### src/design/alfb_pkg.sv
`timescale 1ns / 1ps
`default_nettype none

package alfb_pkg;

  // String geometry
  localparam int NUM_LEDS     = 64;
  localparam int RESET_SLOTS  = 41;
  localparam int BITS_PER_LED = 24;
  localparam int DATA_END     = RESET_SLOTS + BITS_PER_LED * NUM_LEDS;
  localparam int TOTAL_SLOTS  = 2 * RESET_SLOTS + BITS_PER_LED * NUM_LEDS;

  localparam int IDX_W  = (NUM_LEDS > 1) ? $clog2(NUM_LEDS) : 1;
  localparam int CNT_W  = IDX_W + 1;
  localparam int SLOT_W = $clog2(TOTAL_SLOTS);

  // Index mod NUM_LEDS by reciprocal multiply (exact for 16-bit indexes)
  localparam int          RECIP_SHIFT = 16 + $clog2(NUM_LEDS);
  localparam logic [16:0] RECIP_MULT  =
    17'((2 ** RECIP_SHIFT + NUM_LEDS - 1) / NUM_LEDS);

  // x / 3 for x below 2^17
  localparam logic [16:0] DIV3_MULT  = 17'd43691;
  localparam int          DIV3_SHIFT = 17;

  // Register reset values
  localparam logic [7:0]  MULT_RESET   = 8'd1;
  localparam logic [7:0]  DIV_RESET    = 8'd1;
  localparam logic [15:0] PERIOD_RESET = 16'd104;

  // Command queue between front and back
  localparam int QUEUE_DEPTH = 2;

  typedef enum logic [2:0] {
    OP_WRITE_ONE = 3'd0,
    OP_WRITE_ALL = 3'd1,
    OP_READ_ONE  = 3'd2,
    OP_LATCH     = 3'd3,
    OP_START     = 3'd4,
    OP_TICK      = 3'd5
  } op_t;

  typedef struct packed {
    op_t              op;
    logic [IDX_W-1:0] idx;
    logic [7:0]       red;
    logic [7:0]       green;
    logic [7:0]       blue;
  } cmd_t;

endpackage

`default_nettype wire

### src/design/alfb_front.sv
`timescale 1ns / 1ps
`default_nettype none

module alfb_front import alfb_pkg::*; (
  input  logic        clk,
  input  logic        rst,
  input  logic        start,
  output logic        busy,
  input  logic [2:0]  operation,
  input  logic [15:0] led_index,
  input  logic [7:0]  red,
  input  logic [7:0]  green,
  input  logic [7:0]  blue,
  output logic        cmd_push,
  output cmd_t        cmd_data,
  input  logic        cmd_full
);

  logic        stage_valid;
  op_t         stage_op;
  logic [15:0] stage_index;
  logic [15:0] stage_quot;
  logic [7:0]  stage_red;
  logic [7:0]  stage_green;
  logic [7:0]  stage_blue;

  logic        accept;
  logic        op_known;
  logic [32:0] recip_prod;
  logic [31:0] quot_scaled;
  logic [15:0] led_rem;

  // Beat taken unless the stage is holding a command the queue cannot take
  assign busy     = stage_valid && cmd_full;
  assign accept   = start && !busy;
  assign cmd_push = stage_valid && !cmd_full;

  // Unused opcodes are dropped here and never reach the queue
  assign op_known = operation inside {[OP_WRITE_ONE:OP_TICK]};

  // First half of the index reduction: quotient estimate
  assign recip_prod = 33'(led_index) * 33'(RECIP_MULT);

  // Second half: remainder from the registered quotient
  assign quot_scaled = 32'(stage_quot) * 32'(NUM_LEDS);
  assign led_rem     = stage_index - quot_scaled[15:0];

  always_ff @(posedge clk) begin
    if (rst) begin
      stage_valid <= 1'b0;
    end else if (accept) begin
      stage_valid <= op_known;
    end else if (cmd_push) begin
      stage_valid <= 1'b0;
    end
  end

  always_ff @(posedge clk) begin
    if (accept) begin
      stage_op    <= op_t'(operation);
      stage_index <= led_index;
      stage_quot  <= 16'(recip_prod >> RECIP_SHIFT);
      stage_red   <= red;
      stage_green <= green;
      stage_blue  <= blue;
    end
  end

  always_comb begin
    cmd_data.op    = stage_op;
    cmd_data.idx   = led_rem[IDX_W-1:0];
    cmd_data.red   = stage_red;
    cmd_data.green = stage_green;
    cmd_data.blue  = stage_blue;
  end

endmodule

`default_nettype wire

### src/design/alfb_queue.sv
`timescale 1ns / 1ps
`default_nettype none

module alfb_queue import alfb_pkg::*; (
  input  logic clk,
  input  logic rst,
  input  logic push,
  input  cmd_t push_data,
  output logic full,
  input  logic pop,
  output cmd_t head,
  output logic empty
);

  localparam int PTR_W   = (QUEUE_DEPTH > 1) ? $clog2(QUEUE_DEPTH) : 1;
  localparam int COUNT_W = $clog2(QUEUE_DEPTH + 1);

  cmd_t               entries [QUEUE_DEPTH];
  logic [PTR_W-1:0]   wr_ptr;
  logic [PTR_W-1:0]   rd_ptr;
  logic [COUNT_W-1:0] count;

  assign full  = (count == COUNT_W'(QUEUE_DEPTH));
  assign empty = (count == '0);
  assign head  = entries[rd_ptr];

  // Entry storage
  always_ff @(posedge clk) begin
    if (push) begin
      entries[wr_ptr] <= push_data;
    end
  end

  // Pointers and fill level
  always_ff @(posedge clk) begin
    if (rst) begin
      wr_ptr <= '0;
      rd_ptr <= '0;
      count  <= '0;
    end else begin
      if (push) begin
        wr_ptr <= (wr_ptr == PTR_W'(QUEUE_DEPTH - 1)) ? '0 : wr_ptr + 1'b1;
      end
      if (pop) begin
        rd_ptr <= (rd_ptr == PTR_W'(QUEUE_DEPTH - 1)) ? '0 : rd_ptr + 1'b1;
      end
      if (push && !pop) begin
        count <= count + 1'b1;
      end else if (pop && !push) begin
        count <= count - 1'b1;
      end
    end
  end

  a_no_overflow: assert property (@(posedge clk) disable iff (rst) push |-> !full)
    else $error("command queue written while full");

  a_no_underflow: assert property (@(posedge clk) disable iff (rst) pop |-> !empty)
    else $error("command queue read while empty");

  a_count_bound: assert property (@(posedge clk) disable iff (rst)
    count <= COUNT_W'(QUEUE_DEPTH))
    else $error("command queue fill level out of range");

endmodule

`default_nettype wire

### src/design/alfb_back.sv
`timescale 1ns / 1ps
`default_nettype none

module alfb_back import alfb_pkg::*; (
  input  logic        clk,
  input  logic        rst,
  input  logic [7:0]  brightness_mult,
  input  logic [7:0]  brightness_div,
  input  logic [15:0] pwm_period,
  input  logic        cmd_empty,
  input  cmd_t        cmd_head,
  output logic        cmd_pop,
  output logic        result_valid,
  output logic        result_kind,
  output logic [7:0]  read_red,
  output logic [7:0]  read_green,
  output logic [7:0]  read_blue,
  output logic [15:0] compare_value,
  output logic        last_slot
);

  localparam logic [3:0] ST_IDLE    = 4'd0;
  localparam logic [3:0] ST_MUL     = 4'd1;
  localparam logic [3:0] ST_DIV     = 4'd2;
  localparam logic [3:0] ST_WRITE   = 4'd3;
  localparam logic [3:0] ST_RDOUT   = 4'd4;
  localparam logic [3:0] ST_LATCH   = 4'd5;
  localparam logic [3:0] ST_TICKOUT = 4'd6;

  localparam int LANES = 3;

  logic [3:0]        state;
  cmd_t              cmd;
  logic [2:0]        step;
  logic [CNT_W-1:0]  sweep;
  logic              pend;
  logic [IDX_W-1:0]  pend_addr;

  // Scaling lanes: 0 green, 1 red, 2 blue (store word order)
  logic [7:0]  lane_rem [LANES];
  logic [7:0]  lane_quo [LANES];
  logic        lane_sat [LANES];
  logic [7:0]  lane_in  [LANES];
  logic [15:0] lane_prod [LANES];
  logic [8:0]  lane_trial [LANES];
  logic        lane_ge [LANES];
  logic [7:0]  scaled [LANES];

  // Stores
  logic [23:0]          color_mem [NUM_LEDS];
  logic [23:0]          frame_mem [NUM_LEDS];
  logic [NUM_LEDS-1:0]  color_valid;
  logic                 frame_loaded;
  logic [23:0]          color_rd;
  logic                 color_rd_valid;
  logic [23:0]          frame_rd;
  logic                 color_we;
  logic [IDX_W-1:0]     color_waddr;
  logic [IDX_W-1:0]     color_raddr;
  logic [23:0]          color_wdata;

  // Frame sequencing
  logic              frame_active;
  logic [SLOT_W-1:0] slot_cnt;
  logic [IDX_W-1:0]  led_cnt;
  logic [4:0]        bit_cnt;
  logic              in_data;
  logic              bit_val;

  // Bit-slot compare words
  logic [15:0] one_val;
  logic [15:0] zero_val;

  assign cmd_pop = (state == ST_IDLE) && !cmd_empty;

  // Scaling datapath
  assign lane_in[0] = cmd.green;
  assign lane_in[1] = cmd.red;
  assign lane_in[2] = cmd.blue;

  always_comb begin
    for (int i = 0; i < LANES; i++) begin
      lane_prod[i]  = 16'(lane_in[i]) * 16'(brightness_mult);
      lane_trial[i] = {lane_rem[i], lane_quo[i][7]};
      lane_ge[i]    = (lane_trial[i] >= {1'b0, brightness_div});
      scaled[i]     = lane_sat[i] ? 8'hFF : lane_quo[i];
    end
  end

  // Color store ports
  assign color_we    = (state == ST_WRITE);
  assign color_waddr = (cmd.op == OP_WRITE_ALL) ? sweep[IDX_W-1:0] : cmd.idx;
  assign color_wdata = {scaled[0], scaled[1], scaled[2]};
  assign color_raddr = (state == ST_LATCH) ? sweep[IDX_W-1:0] : cmd_head.idx;

  always_ff @(posedge clk) begin
    if (color_we) begin
      color_mem[color_waddr] <= color_wdata;
    end
    color_rd <= color_mem[color_raddr];
  end

  // Frame store: filled only by the latch sweep, read at the current LED
  always_ff @(posedge clk) begin
    if (pend) begin
      frame_mem[pend_addr] <= color_rd_valid ? color_rd : '0;
    end
    frame_rd <= frame_mem[led_cnt];
  end

  // Period thirds, kept current from the register
  always_ff @(posedge clk) begin
    one_val  <= 16'((33'({pwm_period, 1'b0}) * 33'(DIV3_MULT)) >> DIV3_SHIFT);
    zero_val <= 16'((33'(pwm_period) * 33'(DIV3_MULT)) >> DIV3_SHIFT);
  end

  // Slot decode
  assign in_data = (slot_cnt >= SLOT_W'(RESET_SLOTS)) && (slot_cnt < SLOT_W'(DATA_END));
  assign bit_val = frame_loaded && frame_rd[5'(BITS_PER_LED - 1) - bit_cnt];

  // Sequencer
  always_ff @(posedge clk) begin
    if (rst) begin
      state          <= ST_IDLE;
      pend           <= 1'b0;
      color_valid    <= '0;
      frame_loaded   <= 1'b0;
      frame_active   <= 1'b0;
      slot_cnt       <= '0;
      led_cnt        <= '0;
      bit_cnt        <= '0;
      result_valid   <= 1'b0;
    end else begin
      result_valid   <= 1'b0;
      color_rd_valid <= color_valid[color_raddr];
      if (color_we) begin
        color_valid[color_waddr] <= 1'b1;
      end
      if (pend) begin
        frame_loaded <= 1'b1;
      end

      case (state)
        ST_IDLE: begin
          if (!cmd_empty) begin
            cmd <= cmd_head;
            case (cmd_head.op)
              OP_WRITE_ONE, OP_WRITE_ALL: begin
                state <= ST_MUL;
              end
              OP_READ_ONE: begin
                state <= ST_RDOUT;
              end
              OP_LATCH: begin
                sweep <= '0;
                state <= ST_LATCH;
              end
              OP_START: begin
                frame_active <= 1'b1;
                slot_cnt     <= '0;
                led_cnt      <= '0;
                bit_cnt      <= '0;
              end
              OP_TICK: begin
                if (frame_active) begin
                  state <= ST_TICKOUT;
                end
              end
              default: begin
              end
            endcase
          end
        end

        // products and saturation check
        ST_MUL: begin
          for (int i = 0; i < LANES; i++) begin
            lane_rem[i] <= lane_prod[i][15:8];
            lane_quo[i] <= lane_prod[i][7:0];
            lane_sat[i] <= (brightness_div == '0) || (lane_prod[i][15:8] >= brightness_div);
          end
          step  <= '0;
          state <= ST_DIV;
        end

        // restoring division, one quotient bit per cycle
        ST_DIV: begin
          for (int i = 0; i < LANES; i++) begin
            lane_rem[i] <= lane_ge[i] ? 8'(lane_trial[i] - {1'b0, brightness_div})
                                      : lane_trial[i][7:0];
            lane_quo[i] <= {lane_quo[i][6:0], lane_ge[i]};
          end
          step <= step + 1'b1;
          if (step == 3'd7) begin
            sweep <= '0;
            state <= ST_WRITE;
          end
        end

        ST_WRITE: begin
          sweep <= sweep + 1'b1;
          if (cmd.op != OP_WRITE_ALL || sweep[IDX_W-1:0] == IDX_W'(NUM_LEDS - 1)) begin
            state <= ST_IDLE;
          end
        end

        ST_RDOUT: begin
          result_valid  <= 1'b1;
          result_kind   <= 1'b0;
          read_red      <= color_rd_valid ? color_rd[15:8] : '0;
          read_green    <= color_rd_valid ? color_rd[23:16] : '0;
          read_blue     <= color_rd_valid ? color_rd[7:0] : '0;
          compare_value <= '0;
          last_slot     <= 1'b0;
          state         <= ST_IDLE;
        end

        // read one entry a cycle, write its registered read data to the frame store
        ST_LATCH: begin
          if (sweep != CNT_W'(NUM_LEDS)) begin
            sweep     <= sweep + 1'b1;
            pend      <= 1'b1;
            pend_addr <= sweep[IDX_W-1:0];
          end else begin
            pend <= 1'b0;
            if (!pend) begin
              state <= ST_IDLE;
            end
          end
        end

        ST_TICKOUT: begin
          result_valid  <= 1'b1;
          result_kind   <= 1'b1;
          read_red      <= '0;
          read_green    <= '0;
          read_blue     <= '0;
          compare_value <= in_data ? (bit_val ? one_val : zero_val) : '0;
          if (slot_cnt == SLOT_W'(TOTAL_SLOTS - 1)) begin
            last_slot    <= 1'b1;
            frame_active <= 1'b0;
            slot_cnt     <= '0;
            led_cnt      <= '0;
            bit_cnt      <= '0;
          end else begin
            last_slot <= 1'b0;
            slot_cnt  <= slot_cnt + 1'b1;
            if (in_data) begin
              if (bit_cnt == 5'(BITS_PER_LED - 1)) begin
                bit_cnt <= '0;
                led_cnt <= led_cnt + 1'b1;
              end else begin
                bit_cnt <= bit_cnt + 1'b1;
              end
            end
          end
          state <= ST_IDLE;
        end

        default: begin
          state <= ST_IDLE;
        end
      endcase
    end
  end

  a_result_source: assert property (@(posedge clk) disable iff (rst)
    result_valid |-> ($past(state) == ST_RDOUT || $past(state) == ST_TICKOUT))
    else $error("result strobe without a read or tick");

  a_last_ends_frame: assert property (@(posedge clk) disable iff (rst)
    (result_valid && result_kind && last_slot) |-> !frame_active)
    else $error("frame still active after its last slot");

  a_tick_needs_frame: assert property (@(posedge clk) disable iff (rst)
    (state == ST_TICKOUT) |-> frame_active)
    else $error("slot produced with no frame armed");

endmodule

`default_nettype wire

### src/design/addressable_led_frame_builder_core.sv
`timescale 1ns / 1ps
`default_nettype none

// Addressable LED frame builder. Commands are taken on start while busy is low;
// results come out as a one-cycle result_valid beat that the receiver cannot
// stall, so it must take every beat. Commands run one at a time in order
// behind a two-entry queue. Work per command, set by the back-end sequencer:
// tick and read-one do one frame store or color store read, write-one runs
// an 8-step divider per channel, write-all does that and then one store
// write per cycle, latch copies one entry per cycle into the frame store.
// The front end registers each command for index reduction.
// Stores read as zero until written; no clearing pass after reset.
module addressable_led_frame_builder_core import alfb_pkg::*; (
  input  logic        clk,
  input  logic        rst,
  input  logic        start,
  output logic        busy,
  input  logic [2:0]  operation,
  input  logic [15:0] led_index,
  input  logic [7:0]  red,
  input  logic [7:0]  green,
  input  logic [7:0]  blue,
  output logic        result_valid,
  output logic        result_kind,
  output logic [7:0]  read_red,
  output logic [7:0]  read_green,
  output logic [7:0]  read_blue,
  output logic [15:0] compare_value,
  output logic        last_slot,
  input  logic        psel,
  input  logic        penable,
  input  logic        pwrite,
  input  logic [3:0]  paddr,
  input  logic [31:0] pwdata,
  output logic [31:0] prdata,
  output logic        pready
);

  localparam logic [1:0] REG_MULT   = 2'd0;
  localparam logic [1:0] REG_DIV    = 2'd1;
  localparam logic [1:0] REG_PERIOD = 2'd2;

  logic [7:0]  brightness_mult;
  logic [7:0]  brightness_div;
  logic [15:0] pwm_period;
  logic        reg_write;

  logic cmd_push;
  cmd_t cmd_data;
  logic cmd_full;
  logic cmd_pop;
  cmd_t cmd_head;
  logic cmd_empty;

  // Register file
  assign pready    = 1'b1;
  assign reg_write = psel && penable && pwrite && pready;

  always_ff @(posedge clk) begin
    if (rst) begin
      brightness_mult <= MULT_RESET;
      brightness_div  <= DIV_RESET;
      pwm_period      <= PERIOD_RESET;
    end else if (reg_write) begin
      case (paddr[3:2])
        REG_MULT:   brightness_mult <= pwdata[7:0];
        REG_DIV:    brightness_div  <= pwdata[7:0];
        REG_PERIOD: pwm_period      <= pwdata[15:0];
        default: begin
        end
      endcase
    end
  end

  always_comb begin
    case (paddr[3:2])
      REG_MULT:   prdata = {24'd0, brightness_mult};
      REG_DIV:    prdata = {24'd0, brightness_div};
      REG_PERIOD: prdata = {16'd0, pwm_period};
      default:    prdata = '0;
    endcase
  end

  alfb_front u_front (
    .clk       (clk),
    .rst       (rst),
    .start     (start),
    .busy      (busy),
    .operation (operation),
    .led_index (led_index),
    .red       (red),
    .green     (green),
    .blue      (blue),
    .cmd_push  (cmd_push),
    .cmd_data  (cmd_data),
    .cmd_full  (cmd_full)
  );

  alfb_queue u_queue (
    .clk       (clk),
    .rst       (rst),
    .push      (cmd_push),
    .push_data (cmd_data),
    .full      (cmd_full),
    .pop       (cmd_pop),
    .head      (cmd_head),
    .empty     (cmd_empty)
  );

  alfb_back u_back (
    .clk             (clk),
    .rst             (rst),
    .brightness_mult (brightness_mult),
    .brightness_div  (brightness_div),
    .pwm_period      (pwm_period),
    .cmd_empty       (cmd_empty),
    .cmd_head        (cmd_head),
    .cmd_pop         (cmd_pop),
    .result_valid    (result_valid),
    .result_kind     (result_kind),
    .read_red        (read_red),
    .read_green      (read_green),
    .read_blue       (read_blue),
    .compare_value   (compare_value),
    .last_slot       (last_slot)
  );

endmodule

`default_nettype wire

### config.mk
export PLATFORM = sky130hd
export DESIGN_NAME = addressable_led_frame_builder_core
export DESIGN_NICKNAME = d
export VERILOG_FILES = /design/src/design/alfb_pkg.sv /design/src/design/alfb_front.sv /design/src/design/alfb_queue.sv /design/src/design/alfb_back.sv /design/src/design/addressable_led_frame_builder_core.sv
export SDC_FILE = /design/constraint.sdc
export NUM_CORES = 2
export LEC_CHECK = 0
export ABC_AREA = 0
export BUFFER_PORTS_ARGS = -buffer_cell sky130_fd_sc_hd__clkbuf_2
export CAP_MARGIN = 20
export CORE_MARGIN = 2
export CORE_UTILIZATION = 63
export CTS_CLUSTER_SIZE = 14
export DETAILED_ROUTE_END_ITERATION = 10
export PLACE_DENSITY_LB_ADDON = 0.25
export SLEW_MARGIN = 10
export SYNTH_ARGS = -nofsm -noshare
export SYNTH_HDL_FRONTEND = slang
export SYNTH_SLANG_ARGS = --single-unit
export TNS_END_PERCENT = 1
### constraint.sdc
create_clock -name clk -period 5.7 [get_ports clk]
set_input_delay 0.285 -clock clk [delete_from_list [all_inputs] [get_ports clk]]
set_output_delay 0.285 -clock clk [all_outputs]
set_load 0.02 [all_outputs]
==> results.yml <==
clock_tree:
  root_buffer: "clkbuf_16"
  cts_sinks: 3509
  cts_buffer_depth: 4
  htree_levels: 5
  clock_latency_ns: 0.98
  cts_tree: "built"
  path_clk_slew_ns: 0.06
  cts_buffers: 351
layout:
  layout_common_cells: "edfxtp_1, mux4_2, nand2_1"
  design_area_sq_um: 163000
  final_common_cell: "edfxtp_1"
  fin_util_pct: 70.9
  syn2layout_area_growth_pct: 11.9
  drive_gt1_share_pct: 20.8
  fillers: 13500
  finalNetCount: 9123
critical_path:
  cp_slowest_stage_delay_ns: 0.57
  cp_max_fo: 7
  worst_path_max_delay_cell: "dfxtp_1"
  arrival_ns: 6.27
  cp_common_cell: "fa_1"
  crit_path_end_kind: "register"
  required_ns: 6.56
  worstPathCellList: "ha_1, inv_1, fa_1, fa_1, inv_1, fa_1, fa_1, ha_1, ha_1, a21oi_1, o211ai_1, o41a_1, or3_1, o21ai_0, o21bai_1, a21oi_1, xnor2_1"
  crit_type: "reg -> reg"
  startpoint_type: "register"
timing:
  fin_crit_ns: 5.41
  slew_violations: 0
  finalCritPeriodShare_pct: 94.9
  hold_violations: 0
  rsz0062_at_grt: "true"
  max_slew_margin_pct: 17.2
  setup_viol: 0
  tns_ns: 0
  tightest_slew_ns: 1.23
  skew_ns: 0.0860
  clock.fmax_mhz: 185
pwr:
  ir_drop_uv: 467
  powerDensity_nw_per_um2: 377
  leakage_nw: 55.3
floorplanning:
  pin_count: 162
  die-area_sq_um: 235000
  coreArea_sq_um: 230000
  die_h_microns: 485
  fp-row-count: 176
  die_x_microns: 485
  initial_utilization_pct: 63.3
synth:
  syn_area_per_cell_sq_um: 18.0
  syn_inst: 8103
  synth_area_sq_um: 146000
  ys_seq_area_share_pct: 70.9
  synth_edf_count: 3314
  ys_warn_count: 0
  synth-main-ff-cell: "edfxtp_1"
  ys_ff_latch: 3509
  ys_types: 79
  synthArstFlopShare_pct: 0
drt:
  vias: 78400
  dr.pass1.iters: 7
  drc_errors: 0
  ant_nets: 1
  drtIter0Drc: 10400
  routedWlPerCell_microns: 30.7
  via_per_inst: 6.61
  wl_mm: 364
global_route:
  grt_pass1_wl_mm: 532
  grt_pass1_vias: 79900
  grt_max_degree: 109
  antenna_found_initial: 15
  gr-usage-all-layers_pct: 31.1
  grt-ovfl-total: 0
worst_hold_path:
  hold_class: "in -> reg"
place:
  dp_hpwl_mm: 201
  place_congestion: 0.886
  placed_area_sq_um: 151000
  port_buffers: 116
outcome:
  failed_checks: "antenna rules"
  status: "finished with violations"
job:
  maxCapViolations: 0
registers in the layout, summed over array words and instances (netlist names), 11 cells and up, named ones only:
name and cells:
u_back.color_rd 24, u_back.frame_mem 1536, u_back.color_valid 64, pwm_period 16, u_back.slot_cnt 11, u_back.lane_quo 24
u_back.cmd 33, u_back.lane_rem 24, u_back.frame_rd 24, u_back.compare_value 16, u_back.one_val 15, u_back.color_mem 1536
u_queue.entries 66
report_power, final:
| part | internal [mW] | switching [mW] |
|---|---|---|
| Clock | 12.4 | 9.44 |
| Combinational | 2.77 | 6.48 |
| Sequential | 30.0 | 0.291 |
| Total | 45.2 | 16.2 |
metrics by stage:
stage | worst slack (ns) | hold WS [ns] | std cells | total power [mW]
global placement | 0.126 | 0.423 | 11100 | 39.5
global route | -0.0367 | 0.0373 | 11800 | 63.0
detailed placement | 0.0910 | 0.430 | 11100 | 39.8
floorplan | 0.582 | 0.384 | 8118 | 36.2
finish | 0.289 | 0.0500 | 11900 | 61.4
CTS | 0.0234 | 0.000447 | 11800 | 61.4
layer usage:
| metal | vias up | GRT usage [%] | wire length (microns) |
|---|---|---|---|
| met2 | 4722 | 50.5 | 178000 |
| li1 | 32400 | - | - |
| met1 | 40300 | 41.3 | 131000 |
| met4 | 16 | 14.6 | 19100 |
| met3 | 918 | 5.66 | 35500 |
| met5 | - | 0 | 115 |
synth_stat cells, drive strengths merged (34+ instances only):
cell type | n | area, sq um
o21ai | 79 | 395
a21oi | 86 | 430
inv | 357 | 1340
mux4 | 711 | 16000
o21a | 42 | 315
edfxtp | 3314 | 99500
mux2i | 305 | 3070
ha | 292 | 3650
xor2 | 39 | 342
fa | 193 | 3860
nand4 | 140 | 876
or2 | 34 | 213
a222oi | 72 | 721
a31oi | 38 | 253
xnor2 | 48 | 420
nor2 | 321 | 1210
nand3 | 228 | 1140
mux2 | 37 | 420
dfxtp | 195 | 3900
and2 | 224 | 1400
clkbuf | 212 | 807
buf | 182 | 1050
nand2 | 707 | 2660
worst max-delay path: cells and delay by family (launching register included):
kind	cells	cell delay [ns]
compound gates	6	1.25
xor+xnor	1	0.13
fa+ha+maj	7	2.89
buf+inv	2	0.13
flops	1	0.57
simple gates	1	0.38
logic make-up after synthesis:
group                      after synthesis  synth area share [%]
and+or+nand+nor                       1777                  5.68
other                                    2               0.00515
buffers and inverters                  752                  2.19
DFF                                   3509                  70.9
muxes                                 1053                  13.4
adders and majority gates              485                  5.16
AOI/OAI and AO/OA                      438                  2.13
xor gates and xnor gates                87                 0.523
area by class of cell:
cell class	count	area [sq um]	area share (%)
clock inverter	158	1300	0.796
antenna	13	32.5	0.0199
clock buffer	459	9370	5.75
sequential	3509	103000	63.4
multi-input combinational	3857	39900	24.4
tap	3026	3790	2.32
inverter	358	1340	0.824
timing repair buffer	476	3960	2.43
what timing repair did:
action | 4_1_cts | 5_1_grt
hold endpoints to repair | 67 | 0
gates resized for setup | 0 | 16
endpoints found under the setup margin | 0 | 9
hold buffers | 88 | 0
setup buffers | 0 | 3
path summary, 6_finish.rpt:
| kind | from | endpoint | slack [ns] | cells after the start |
|---|---|---|---|---|
| hold reg to reg | u_front.stage_blue[6] | u_queue.entries[1][6] | 0.44 | 0 |
| hold / removal | red[7] | u_front.stage_red[7] | 0.05 | 2 |
| setup reg to reg | pwm_period[7] | u_back.one_val[13] | 0.29 | 17 |
| setup / recovery | pwm_period[7] | u_back.one_val[13] | 0.29 | 17 |
Note: power is estimated with default switching activity, not from simulation.
